## src/rtl/core/bpa_pkg.sv

```systemverilog
// ============================================================================
// bpa_pkg
// Shared constants, codes and control structures of the bitmap page
// allocator: sizes of the used-page bitmap, result codes, controller states
// and the command and status groups between controller and datapath.
// ============================================================================
`default_nettype none

package bpa_pkg;

    // Bitmap geometry.
    localparam int PAGES     = 4096;
    localparam int WORD_BITS = 64;
    localparam int MAP_WORDS = PAGES / WORD_BITS;
    localparam int WORD_W    = $clog2(MAP_WORDS);
    localparam int BIT_W     = $clog2(WORD_BITS);
    localparam int PAGE_W    = $clog2(PAGES);
    localparam int CNT_W     = PAGE_W + 1;

    // Result codes.
    typedef enum logic [1:0] {
        ST_OK    = 2'd0,
        ST_FULL  = 2'd1,
        ST_ERROR = 2'd2
    } t_status;

    // Operation codes.
    typedef enum logic {
        OP_ALLOC = 1'b0,
        OP_FREE  = 1'b1
    } t_op;

    // Controller states.
    typedef enum logic [2:0] {
        S_IDLE,
        S_SETUP,
        S_ASCAN,
        S_FCHK,
        S_CRD,
        S_CCLR,
        S_DONE
    } t_state;

    // Commands from the controller to the datapath.
    typedef struct packed {
        logic load;
        logic rd_en;
        logic addr_step;
        logic addr_reload;
        logic wr_alloc;
        logic wr_clear;
        logic total_sub;
    } t_dp_cmd;

    // Status from the datapath to the controller.
    typedef struct packed {
        logic op_free;
        logic lim_zero;
        logic cnt_zero;
        logic range_err;
        logic eval_last;
        logic alloc_found;
        logic free_ok;
    } t_dp_sts;

endpackage

`default_nettype wire

```

## src/rtl/core/bpa_datapath.sv

```systemverilog
// ============================================================================
// bpa_datapath
// Bitmap memory with per-row valid bits, read register, word evaluation for
// allocate and free, used-page counter and the tracked-entry register.
// ============================================================================
`default_nettype none

module bpa_datapath (
    input  wire logic                      i_clk,
    input  wire logic                      i_rst_n,
    input  wire bpa_pkg::t_dp_cmd          i_cmd,
    output bpa_pkg::t_dp_sts               o_sts,
    input  wire logic                      i_operation,
    input  wire logic [bpa_pkg::PAGE_W-1:0] i_page_index,
    input  wire logic [bpa_pkg::CNT_W-1:0] i_page_count,
    input  wire logic                      i_cfg_we,
    input  wire logic [bpa_pkg::CNT_W-1:0] i_cfg_data,
    output logic [bpa_pkg::PAGE_W-1:0]     o_granted,
    output logic [bpa_pkg::CNT_W-1:0]      o_total
);
    import bpa_pkg::*;

    localparam logic [CNT_W-1:0] PAGES_C = CNT_W'(PAGES);

    // Bitmap storage and row valid bits (a row never written reads as free).
    logic [WORD_BITS-1:0] mem [MAP_WORDS];
    logic [MAP_WORDS-1:0] r_row_vld;

    logic [WORD_BITS-1:0] r_rd_data;
    logic [WORD_W-1:0]    r_rd_word;
    logic [WORD_W-1:0]    r_addr;

    // Per-item registers.
    logic                 r_op;
    logic [PAGE_W-1:0]    r_first;
    logic [PAGE_W-1:0]    r_last;
    logic [CNT_W-1:0]     r_count;
    logic [PAGE_W-1:0]    r_alloc_hi;
    logic                 r_lim_zero;
    logic                 r_range_err;
    logic                 r_cnt_zero;
    logic [PAGE_W-1:0]    r_granted;
    logic [CNT_W-1:0]     r_total;
    logic [CNT_W-1:0]     r_entries;

    logic [CNT_W-1:0]     lim;
    logic [CNT_W-1:0]     lim_m1;
    logic [CNT_W:0]       run_end;
    logic [CNT_W-1:0]     last_full;
    logic [WORD_W-1:0]    end_word;
    logic [WORD_BITS-1:0] alloc_mask;
    logic [WORD_BITS-1:0] avail;
    logic [BIT_W-1:0]     free_bit;
    logic [BIT_W-1:0]     lo;
    logic [BIT_W-1:0]     hi;
    logic [WORD_BITS-1:0] run_mask;
    logic                 wr_en;
    logic [WORD_BITS-1:0] wr_data;

    // Load-time arithmetic on the incoming item.
    always_comb begin
        lim       = (r_entries > PAGES_C) ? PAGES_C : r_entries;
        lim_m1    = lim - CNT_W'(1);
        run_end   = {2'b00, i_page_index} + {1'b0, i_page_count};
        last_full = CNT_W'(i_page_index) + i_page_count - CNT_W'(1);
    end

    // Word evaluation for allocate: lowest free page inside the tracked range.
    always_comb begin
        alloc_mask = '1;
        if (r_rd_word == r_alloc_hi[PAGE_W-1:BIT_W]) begin
            alloc_mask = {WORD_BITS{1'b1}} >> (BIT_W'(WORD_BITS - 1) - r_alloc_hi[BIT_W-1:0]);
        end
        avail    = ~r_rd_data & alloc_mask;
        free_bit = '0;
        for (int i = WORD_BITS - 1; i >= 0; i--) begin
            if (avail[i]) begin
                free_bit = BIT_W'(i);
            end
        end
    end

    // Word evaluation for free: bits of the run that fall in this word.
    always_comb begin
        lo = (r_rd_word == r_first[PAGE_W-1:BIT_W]) ? r_first[BIT_W-1:0] : '0;
        hi = (r_rd_word == r_last[PAGE_W-1:BIT_W]) ? r_last[BIT_W-1:0] : '1;
        run_mask = ({WORD_BITS{1'b1}} << lo) &
                   ({WORD_BITS{1'b1}} >> (BIT_W'(WORD_BITS - 1) - hi));
        end_word = r_op ? r_last[PAGE_W-1:BIT_W] : r_alloc_hi[PAGE_W-1:BIT_W];
    end

    // Status toward the controller.
    always_comb begin
        o_sts.op_free     = r_op;
        o_sts.lim_zero    = r_lim_zero;
        o_sts.cnt_zero    = r_cnt_zero;
        o_sts.range_err   = r_range_err;
        o_sts.eval_last   = (r_rd_word == end_word);
        o_sts.alloc_found = |avail;
        o_sts.free_ok     = ((r_rd_data & run_mask) == run_mask);
    end

    // Read-modify-write data back into the word just read.
    always_comb begin
        wr_en   = i_cmd.wr_alloc | i_cmd.wr_clear;
        wr_data = i_cmd.wr_alloc ? (r_rd_data | (WORD_BITS'(1) << free_bit))
                                 : (r_rd_data & ~run_mask);
    end

    // Bitmap memory: one write port and one registered read port.
    always_ff @(posedge i_clk) begin
        if (wr_en) begin
            mem[r_rd_word] <= wr_data;
        end
        if (i_cmd.rd_en) begin
            r_rd_data <= r_row_vld[r_addr] ? mem[r_addr] : '0;
            r_rd_word <= r_addr;
        end
    end

    // Row valid bits, cleared at reset.
    always_ff @(posedge i_clk) begin
        if (!i_rst_n) begin
            r_row_vld <= '0;
        end else if (wr_en) begin
            r_row_vld[r_rd_word] <= 1'b1;
        end
    end

    // Word address counter.
    always_ff @(posedge i_clk) begin
        if (i_cmd.load) begin
            r_addr <= i_operation ? i_page_index[PAGE_W-1:BIT_W] : '0;
        end else if (i_cmd.addr_reload) begin
            r_addr <= r_first[PAGE_W-1:BIT_W];
        end else if (i_cmd.addr_step) begin
            r_addr <= r_addr + WORD_W'(1);
        end
    end

    // Item registers captured on accept.
    always_ff @(posedge i_clk) begin
        if (i_cmd.load) begin
            r_op        <= i_operation;
            r_first     <= i_page_index;
            r_count     <= i_page_count;
            r_last      <= last_full[PAGE_W-1:0];
            r_alloc_hi  <= lim_m1[PAGE_W-1:0];
            r_lim_zero  <= (lim == '0);
            r_cnt_zero  <= (i_page_count == '0);
            r_range_err <= (run_end > {1'b0, lim});
        end
    end

    // Granted page, zero unless an allocate succeeds.
    always_ff @(posedge i_clk) begin
        if (i_cmd.load) begin
            r_granted <= '0;
        end else if (i_cmd.wr_alloc) begin
            r_granted <= {r_rd_word, free_bit};
        end
    end

    // Used-page counter and tracked-entry register.
    always_ff @(posedge i_clk) begin
        if (!i_rst_n) begin
            r_total   <= '0;
            r_entries <= PAGES_C;
        end else begin
            if (i_cmd.wr_alloc) begin
                r_total <= r_total + CNT_W'(1);
            end else if (i_cmd.total_sub) begin
                r_total <= r_total - r_count;
            end
            if (i_cfg_we) begin
                r_entries <= i_cfg_data;
            end
        end
    end

    assign o_granted = r_granted;
    assign o_total   = r_total;

endmodule

`default_nettype wire

```

## src/rtl/core/bpa_ctrl.sv

```systemverilog
// ============================================================================
// bpa_ctrl
// Controller of the bitmap page allocator: sequences the word scan of an
// allocate and the check and clear passes of a free, and sets the result.
// ============================================================================
`default_nettype none

module bpa_ctrl (
    input  wire logic              i_clk,
    input  wire logic              i_rst_n,
    input  wire logic              i_start,
    input  wire bpa_pkg::t_dp_sts  i_sts,
    output bpa_pkg::t_dp_cmd       o_cmd,
    output logic                   o_busy,
    output logic                   o_done,
    output bpa_pkg::t_status       o_status
);
    import bpa_pkg::*;

    t_state  r_state;
    t_state  n_state;
    t_status r_status;
    t_status n_status;

    // Next state and result code.
    always_comb begin
        n_state  = r_state;
        n_status = r_status;
        case (r_state)
            S_IDLE: begin
                if (i_start) begin
                    n_state = S_SETUP;
                end
            end
            S_SETUP: begin
                if (!i_sts.op_free) begin
                    if (i_sts.lim_zero) begin
                        n_state  = S_DONE;
                        n_status = ST_FULL;
                    end else begin
                        n_state = S_ASCAN;
                    end
                end else if (i_sts.range_err) begin
                    n_state  = S_DONE;
                    n_status = ST_ERROR;
                end else if (i_sts.cnt_zero) begin
                    n_state  = S_DONE;
                    n_status = ST_OK;
                end else begin
                    n_state = S_FCHK;
                end
            end
            S_ASCAN: begin
                if (i_sts.alloc_found) begin
                    n_state  = S_DONE;
                    n_status = ST_OK;
                end else if (i_sts.eval_last) begin
                    n_state  = S_DONE;
                    n_status = ST_FULL;
                end
            end
            S_FCHK: begin
                if (!i_sts.free_ok) begin
                    n_state  = S_DONE;
                    n_status = ST_ERROR;
                end else if (i_sts.eval_last) begin
                    n_state = S_CRD;
                end
            end
            S_CRD: begin
                n_state = S_CCLR;
            end
            S_CCLR: begin
                if (i_sts.eval_last) begin
                    n_state  = S_DONE;
                    n_status = ST_OK;
                end
            end
            S_DONE: begin
                n_state = S_IDLE;
            end
            default: begin
                n_state = S_IDLE;
            end
        endcase
    end

    // Datapath commands.
    always_comb begin
        o_cmd = '0;
        case (r_state)
            S_IDLE: begin
                o_cmd.load = i_start;
            end
            S_SETUP: begin
                if ((!i_sts.op_free && !i_sts.lim_zero) ||
                    (i_sts.op_free && !i_sts.range_err && !i_sts.cnt_zero)) begin
                    o_cmd.rd_en     = 1'b1;
                    o_cmd.addr_step = 1'b1;
                end
            end
            S_ASCAN: begin
                if (i_sts.alloc_found) begin
                    o_cmd.wr_alloc = 1'b1;
                end else if (!i_sts.eval_last) begin
                    o_cmd.rd_en     = 1'b1;
                    o_cmd.addr_step = 1'b1;
                end
            end
            S_FCHK: begin
                if (i_sts.free_ok && i_sts.eval_last) begin
                    o_cmd.addr_reload = 1'b1;
                end else if (i_sts.free_ok) begin
                    o_cmd.rd_en     = 1'b1;
                    o_cmd.addr_step = 1'b1;
                end
            end
            S_CRD: begin
                o_cmd.rd_en     = 1'b1;
                o_cmd.addr_step = 1'b1;
            end
            S_CCLR: begin
                o_cmd.wr_clear = 1'b1;
                if (i_sts.eval_last) begin
                    o_cmd.total_sub = 1'b1;
                end else begin
                    o_cmd.rd_en     = 1'b1;
                    o_cmd.addr_step = 1'b1;
                end
            end
            default: begin
                o_cmd = '0;
            end
        endcase
    end

    // State registers.
    always_ff @(posedge i_clk) begin
        if (!i_rst_n) begin
            r_state  <= S_IDLE;
            r_status <= ST_OK;
        end else begin
            r_state  <= n_state;
            r_status <= n_status;
        end
    end

    assign o_busy   = (r_state != S_IDLE);
    assign o_done   = (r_state == S_DONE);
    assign o_status = r_status;

    // The result strobe is always followed by a return to idle.
    a_done_idle: assert property (@(posedge i_clk) disable iff (!i_rst_n)
        o_done |=> !o_busy)
        else $error("controller did not return to idle after a result");

    // An accepted item makes the block busy on the next cycle.
    a_start_busy: assert property (@(posedge i_clk) disable iff (!i_rst_n)
        (i_start && !o_busy) |=> o_busy)
        else $error("accepted item did not start the controller");

    // Memory writes only happen in the allocate scan or the clear pass.
    a_write_state: assert property (@(posedge i_clk) disable iff (!i_rst_n)
        (o_cmd.wr_alloc || o_cmd.wr_clear) |-> (r_state == S_ASCAN || r_state == S_CCLR))
        else $error("bitmap write outside a writing state");

endmodule

`default_nettype wire

```

## src/rtl/core/bitmap_page_allocator.sv

```systemverilog
// ============================================================================
// bitmap_page_allocator
// First-fit page allocator over a 4096-page used bitmap held in 64 words of
// 64 bits; allocates one page or frees a run of pages per item.
// ============================================================================
//
//  Channel   Direction  Signals                                   Handshake
//  --------  ---------  ----------------------------------------  ---------------
//  command   in         i_operation, i_page_index, i_page_count   start & !busy
//  result    out        o_status, o_granted_index, o_pages_used   o_done strobe
//  config    in         i_cfg_entries_in_use                      valid & ready
//
//  An allocate passes a setup state, then examines one memory word a cycle,
//  scanning at most 64 bitmap words. A free of a run raises o_done after a
//  check pass, a state to reread the first word and a clear pass over the
//  memory's single read and write ports. A range error, an empty run or zero
//  tracked entries answers straight from the setup state. busy drops the
//  cycle after o_done, so a new item is taken only once the last is through.
//  Reset clears the bitmap at once through per-word valid bits; no sweep.
//  Results are shown for one cycle with o_done; the receiver cannot stall.
// ============================================================================
`default_nettype none

module bitmap_page_allocator (
    input  wire logic                       i_clk,
    input  wire logic                       i_rst_n,
    input  wire logic                       start,
    output logic                            busy,
    input  wire logic                       i_operation,
    input  wire logic [bpa_pkg::PAGE_W-1:0] i_page_index,
    input  wire logic [bpa_pkg::CNT_W-1:0]  i_page_count,
    output logic                            o_done,
    output logic [1:0]                      o_status,
    output logic [bpa_pkg::PAGE_W-1:0]      o_granted_index,
    output logic [bpa_pkg::CNT_W-1:0]       o_pages_used,
    input  wire logic                       i_cfg_valid,
    output logic                            o_cfg_ready,
    input  wire logic [bpa_pkg::CNT_W-1:0]  i_cfg_entries_in_use
);
    import bpa_pkg::*;

    t_dp_cmd dp_cmd;
    t_dp_sts dp_sts;
    t_status status;

    // Sequencing.
    bpa_ctrl u_ctrl (
        .i_clk    (i_clk),
        .i_rst_n  (i_rst_n),
        .i_start  (start),
        .i_sts    (dp_sts),
        .o_cmd    (dp_cmd),
        .o_busy   (busy),
        .o_done   (o_done),
        .o_status (status)
    );

    // Bitmap, counters and configuration.
    bpa_datapath u_dp (
        .i_clk        (i_clk),
        .i_rst_n      (i_rst_n),
        .i_cmd        (dp_cmd),
        .o_sts        (dp_sts),
        .i_operation  (i_operation),
        .i_page_index (i_page_index),
        .i_page_count (i_page_count),
        .i_cfg_we     (i_cfg_valid & o_cfg_ready),
        .i_cfg_data   (i_cfg_entries_in_use),
        .o_granted    (o_granted_index),
        .o_total      (o_pages_used)
    );

    // Configuration writes are always taken.
    assign o_cfg_ready = 1'b1;
    assign o_status    = status;

    // A non-ok result never carries a granted page.
    a_grant_zero: assert property (@(posedge i_clk) disable iff (!i_rst_n)
        (o_done && status != ST_OK) |-> (o_granted_index == '0))
        else $error("granted page reported on a failed item");

    // The used count never exceeds the bitmap size.
    a_used_range: assert property (@(posedge i_clk) disable iff (!i_rst_n)
        o_done |-> (o_pages_used <= CNT_W'(PAGES)))
        else $error("used page count out of range");

    // A successful allocate raises the used count by one.
    a_alloc_count: assert property (@(posedge i_clk) disable iff (!i_rst_n)
        dp_cmd.wr_alloc |=> (o_pages_used == $past(o_pages_used) + CNT_W'(1)))
        else $error("used page count not advanced on allocate");

endmodule

`default_nettype wire

```

## config.mk

```make
export PLATFORM = sky130hd
export DESIGN_NAME = bitmap_page_allocator
export DESIGN_NICKNAME = d
export VERILOG_FILES = /design/src/rtl/core/bpa_pkg.sv /design/src/rtl/core/bpa_datapath.sv /design/src/rtl/core/bpa_ctrl.sv /design/src/rtl/core/bitmap_page_allocator.sv
export SDC_FILE = /design/constraint.sdc
export NUM_CORES = 2
export LEC_CHECK = 0
export BUFFER_PORTS_ARGS = -buffer_cell sky130_fd_sc_hd__buf_2
export CORE_MARGIN = 3
export CORE_UTILIZATION = 55
export CTS_CLUSTER_SIZE = 12
export DETAILED_ROUTE_END_ITERATION = 8
export GPL_TIMING_DRIVEN = 0
export PLACE_DENSITY_LB_ADDON = 0.12
export SLEW_MARGIN = 20
export SYNTH_ARGS = -nofsm -noshare
export SYNTH_HDL_FRONTEND = slang
export SYNTH_HIERARCHICAL = 1
export SYNTH_SLANG_ARGS = --single-unit
```

## constraint.sdc

```tcl
create_clock -name i_clk -period 8.6 [get_ports i_clk]
set_clock_uncertainty 0.1 [all_clocks]
set_input_delay 1.72 -clock i_clk [delete_from_list [all_inputs] [get_ports i_clk]]
set_output_delay 1.72 -clock i_clk [all_outputs]
set_load 0.01 [all_outputs]
```

Word level (Yosys, flattened, before mapping)
Memories as Yosys holds them, arrays and structs flattened. A register that Yosys moved wholly into a read port is not among the register bits.
Cells that the tools add are included.
- bits in registers: 172
- memory bits (writable): 4096
- input port bits: 43
- output and inout port bits: 30
- word-level logic and storage cells: 197
- memories kept: 1
- $add $sub $neg: 9
- order comparisons: 5
- equality and inequality tests: 18
- shifts and indexed selects: 4
- multiplexer cells: 114
- bitwise gates (word level): 9
- reductions and logical operators: 21
- memories (memory ; depth ; width ; rd ports ; clocked after memory_dff ; write ports ; RTL line ; source):
    u_dp.mem ; 64 ; 64 ; 1 ; 1 ; 1 ; bpa_datapath.sv:26 ; logic [WORD_BITS-1:0] mem [MAP_WORDS];
- operators with widths (operator ; number):
    6-bit 2-to-1 mux ; 71
    64-bit bitwise AND ; 4
    64-bit 2-to-1 mux ; 2
    64-bit NOT ; 2
    64-bit bitwise OR ; 2
    64-bit by 6-bit >> shifter with 64-bit output, first input constant ; 2
    64-bit equality test ; 1
    64-bit OR reduction ; 1
    1-bit by 6-bit << shifter with 64-bit output, first input constant ; 1
    64-bit by 6-bit << shifter with 64-bit output, first input constant ; 1
    13-bit 2-to-1 mux ; 3
    2-bit 2-to-1 mux ; 14
    3-bit 2-to-1 mux ; 9
    13-bit zero test ; 2
    6-bit equality test ; 4
    12-bit by 1-bit subtractor with 12-bit output, second input constant ; 2
    3-bit case mux with 6 select lines ; 1
    12-bit by 13-bit adder with 14-bit output ; 1
    14-bit by 13-bit > comparator with 1-bit output ; 1
    6-bit by 7-bit less-than comparator with 1-bit output, second input constant ; 2
    13-bit by 1-bit adder with 13-bit output, second input constant ; 1
    13-bit > comparator, second input constant ; 1
    13-bit subtractor ; 1
    12-bit adder ; 1
    26 further kinds ; 50

Longest topological paths before layout
- word-level depth: 71
- mapped depth: 28
- gate-level depth less buffers: 23

By module
Netlist, hierarchy kept.
- modules (own cells, without submodules) (module ; times used ; cells an instance ; area each (um^2) ; sequential area each (um^2)):
    bpa_datapath ; 1 ; 7551 ; 170337.1 ; 128913.6
    bpa_ctrl ; 1 ; 61 ; 426.7 ; 100.1
    bitmap_page_allocator ; 1 ; 2 ; 11.3 ; 0.0

Worst setup path after synthesis
OpenSTA, ideal clock, no wires.
- path kind: flip-flop to flip-flop
- start: register u_dp.r_rd_word[0]
- end: memory u_dp.mem[0][17] (data pin)
- setup time: 0.721 ns
- arrival: 5.944 ns
- data required time: 7.779 ns
- setup slack: 1.835 ns
- cell stages (with the launch flop): 16
- path buffers: 5
- clock period less this slack: 6.765 ns
- cell sequence: edfxtp_1 > buf_6 > xnor2_2 > and4_4 > buf_8 > buf_8 > buf_4 > a31oi_1 > a311o_1 > nor4_2 > nand3_1 > nor3b_1 > inv_1 > or3_1 > clkbuf_1 > o31ai_1
- RTL lines (element ; RTL line ; source):
    from (decl) ; bpa_datapath.sv:30 ; logic [WORD_W-1:0] r_rd_word;
    from (signal assigned) ; bpa_datapath.sv:117 ; r_rd_word <= r_addr;
    to (decl) ; bpa_datapath.sv:26 ;

==> impl_metrics.env <==
export IMPL_tns_ps=0
export IMPL_wl_per_cell_um=40.4
export IMPL_postLayoutCellArea_um2=199000
export IMPL_max_freq_mhz=123
export IMPL_antenna_found_initial=62
export IMPL_path_class="reg2reg"
export IMPL_cts_sinks=4332
export IMPL_use_met2_pct=52.7
export IMPL_synth_area_um2=171000
export IMPL_total_power_mw=63.9
export IMPL_cts_max_path_buffers=4
export IMPL_clock_latency_ps=1010
export IMPL_synth_nets=7721
export IMPL_io_pins=73
export IMPL_critPathLaunch="u_dp/r_rd_word[4]"
export IMPL_busiest_layer="met2"
export IMPL_dp_hpwl_um=388000
export IMPL_ys_warn_count=6
export IMPL_layout_drive_gt1_share_pct=31.0
export IMPL_vias_per_cell=6.85
export IMPL_h_tree_depth=5
export IMPL_cp_required_ps=9050
export IMPL_async_reset_ff_share_pct=0
export IMPL_setup_violations=0
export IMPL_ys_types=94
export IMPL_die_h_um=563
export IMPL_outcome="finished, final reports clean"
export IMPL_portBuffers=70
export IMPL_ant_nets=0
export IMPL_detailedRoute_firstPassIterationCount=8
export IMPL_crit_fanout=70
export IMPL_r2r_start="u_dp/r_rd_word[4]"
export IMPL_cts_inserted_buffers=434
export IMPL_hold_start="u_dp/r_addr[2]"
export IMPL_vdd_ir_drop_worst_v=0.000252
export IMPL_dieWidth_um=563
export IMPL_cap_violations=0
export IMPL_rsz0062_at_grt="false"
export IMPL_use_met3_pct=6.98
export IMPL_yosys_most_used_dff="edfxtp_1"
export IMPL_leakage_nw=63.3
export IMPL_slew_limit_headroom_pct=17.8
export IMPL_grt_overflow=0
export IMPL_start_util_pct=55.6
export IMPL_timing_final_crit_share_pct=94.2
export IMPL_gp_congestion=1.01
export IMPL_powerDensity_nw_per_um2=320
export IMPL_hold_buffers=0
export IMPL_coreArea_um2=307000
export IMPL_track_usage_pct=33.4
export IMPL_rows=203
export IMPL_grt_pass1_wl_um=720000
export IMPL_drtIter0Drc=12700
export IMPL_wirelength_um=524000
export IMPL_grt_max_degree=71
export IMPL_cts_root_buf="clkbuf_16"
export IMPL_area_growth_pct=16.8
export IMPL_arrival_ps=8560
export IMPL_min_period_ps=8100
export IMPL_critPathCaptureType="register"
export IMPL_final_nets=8646
export IMPL_yosys_register_bits=4332
export IMPL_finalNonFillerCells=13000
export IMPL_worst_pin_slew_ps=1220
export IMPL_post_dp_cell_area_um2=186000
export IMPL_clk_pin_slew_ps=60
export IMPL_synth_edf_count=4225
export IMPL_synthesis_instances=7614
export IMPL_syn_avg_cell_area_um2=22.4
export IMPL_place_inst=12200
export IMPL_grt_use_met1_pct=46.6
export IMPL_grt_pass1_vias=87600
export IMPL_report_final_slew_viol_count=0
export IMPL_hold_class="reg2reg"
export IMPL_ys_seq_area_share_pct=75.5
export IMPL_cts_tree="built"
export IMPL_die_area_um2=317000
export IMPL_drc_errors=0
export IMPL_vias=88900
export IMPL_hold_viol_final=0
export IMPL_cp_start_kind="register"
## worst max-delay path, stage by stage (launching register included)
cell       delay [ps]
edfxtp_1          520
clkbuf_1          510
xnor2_1           180
nand4_1           420
nor2_1            410
buf_2             300
o21ai_0           340
clkbuf_1          410
o311ai_1          370
o22ai_1           170
or3_1             410
nor4_1            680
o2111ai_1         250
nor4_2            830
nand3b_1          200
nor3_1            370
a31oi_1            80
o211ai_1          150
buf_4             830
## layout make-up
cell class | instances | area (µm²)
Multi-Input combinational cell | 2780 | 41100
Sequential cell | 4332 | 129000
Antenna cell | 69 | 173
Clock buffer | 570 | 11400
Clock inverter | 150 | 1420
Inverter | 78 | 293
Tap cell | 4100 | 5130
Buffer | 423 | 1930
Fill cell | 19900 | 108000
Timing Repair Buffer | 490 | 8990
## path summary, 6_finish.rpt
kind                   endpoint  cells after the start  slack [ps]
min reg2reg   u_dp/r_rd_word[2]                      0         350
min           u_dp/r_rd_word[2]                      0         350
max          u_dp/r_rd_data[34]                     18         500
max reg2reg  u_dp/r_rd_data[34]                     18         500
## power by group
| group | internal [mW] | switching [mW] | leakage (nW) | total, mW |
|---|---|---|---|---|
| combinational | 8.76 | 12.3 | 17.2 | 21.1 |
| sequential | 24.8 | 0.578 | 39.9 | 25.4 |
| clock | 9.49 | 7.87 | 6.16 | 17.4 |
## Yosys cell counts, types with 25 or more instances
| library cell | count | area, µm² |
|---|---|---|
| edfxtp_1 | 4225 | 127000 |
| mux4_2 | 1364 | 30700 |
| clkbuf_1 | 295 | 1110 |
| nor2_1 | 183 | 687 |
| o21ai_0 | 168 | 841 |
| nand2_1 | 124 | 465 |
| dfxtp_1 | 107 | 2140 |
| nor2b_1 | 92 | 576 |
| buf_1 | 91 | 342 |
| inv_1 | 78 | 293 |
| a21oi_1 | 77 | 385 |
| o21a_1 | 76 | 571 |
| ha_1 | 61 | 763 |
| a31oi_1 | 57 | 357 |
| nand3_1 | 50 | 250 |
| xnor2_1 | 40 | 350 |
| nor3_1 | 37 | 185 |
| o31ai_1 | 35 | 263 |
| xor2_1 | 25 | 219 |
## state kept, by name, indices dropped and copies added, names as in the netlist, 13 cells and up
signal	flops
u_dp/mem	4096
u_dp/o_total	13
u_dp/r_count	13
u_dp/r_entries	13
u_dp/r_rd_data	64
u_dp/r_row_vld	64
## cells in the final DEF (no fill, tap or decap), types with 18 or more instances in the layout
cell type	n
xor2_1	25
nor3_1	36
or3_1	23
dfxtp_1	107
nand3_1	50
inv_1	78
diode_2	69
edfxtp_1	4225
clkinv_1	84
nor2_1	118
clkbuf_16	434
nand2_1	122
ha_1	61
buf_12	246
buf_1	29
a21o_1	18
clkinv_16	21
nor2_4	65
buf_6	50
o22ai_1	18
clkbuf_1	343
nand2b_1	23
nor2b_1	92
xnor2_1	40
mux4_2	1364
o21ai_0	138
clkinv_2	26
o31ai_4	26
a21oi_1	75
a31oi_1	55
buf_16	102
and2_1	19
o21a_1	76
clkbuf_2	93
buf_2	128
mux2i_1	23
buf_8	28
nor4_1	19
o21ai_4	37
## routing by layer
layer,part of all wire [%],vias to the layer above
met5,0.040,-
met4,4.2,32
met3,11,961
met2,48,5618
met1,37,47900
li1,-,34400
## kinds of logic (layout without fill, tap and decap cells)
| kind of cell | after synthesis | after routing | share of synthesized area (%) |
|---|---|---|---|
| other | 1 | 70 | 0.00220 |
| AOI/OAI and AO/OA | 605 | 605 | 2.34 |
| buffers and inverters | 502 | 1711 | 1.18 |
| xor gates and xnor gates | 68 | 68 | 0.362 |
| and+or+nand+nor | 653 | 653 | 1.96 |
| muxes | 1388 | 1388 | 18.1 |
| adders and majority gates | 65 | 65 | 0.488 |
| DFF | 4332 | 4332 | 75.5 |
## stage by stage
step / hold slack [ps] / setup slack (ps) / util [%]
CTS: 355 / 418 / 64.8
detailed placement: 341 / 478 / 60.6
finish: 355 / 496 / 64.9
global route: 376 / 245 / 64.9
global placement: 333 / -5420 / 57.4
floorplan: 324 / 1840 / -
## repair_timing
action,4_1_cts,5_1_grt
buffers inserted,0,0
gates resized for setup,0,1
setup endpoints to repair,0,2
Power figures use the tool's default switching activity.
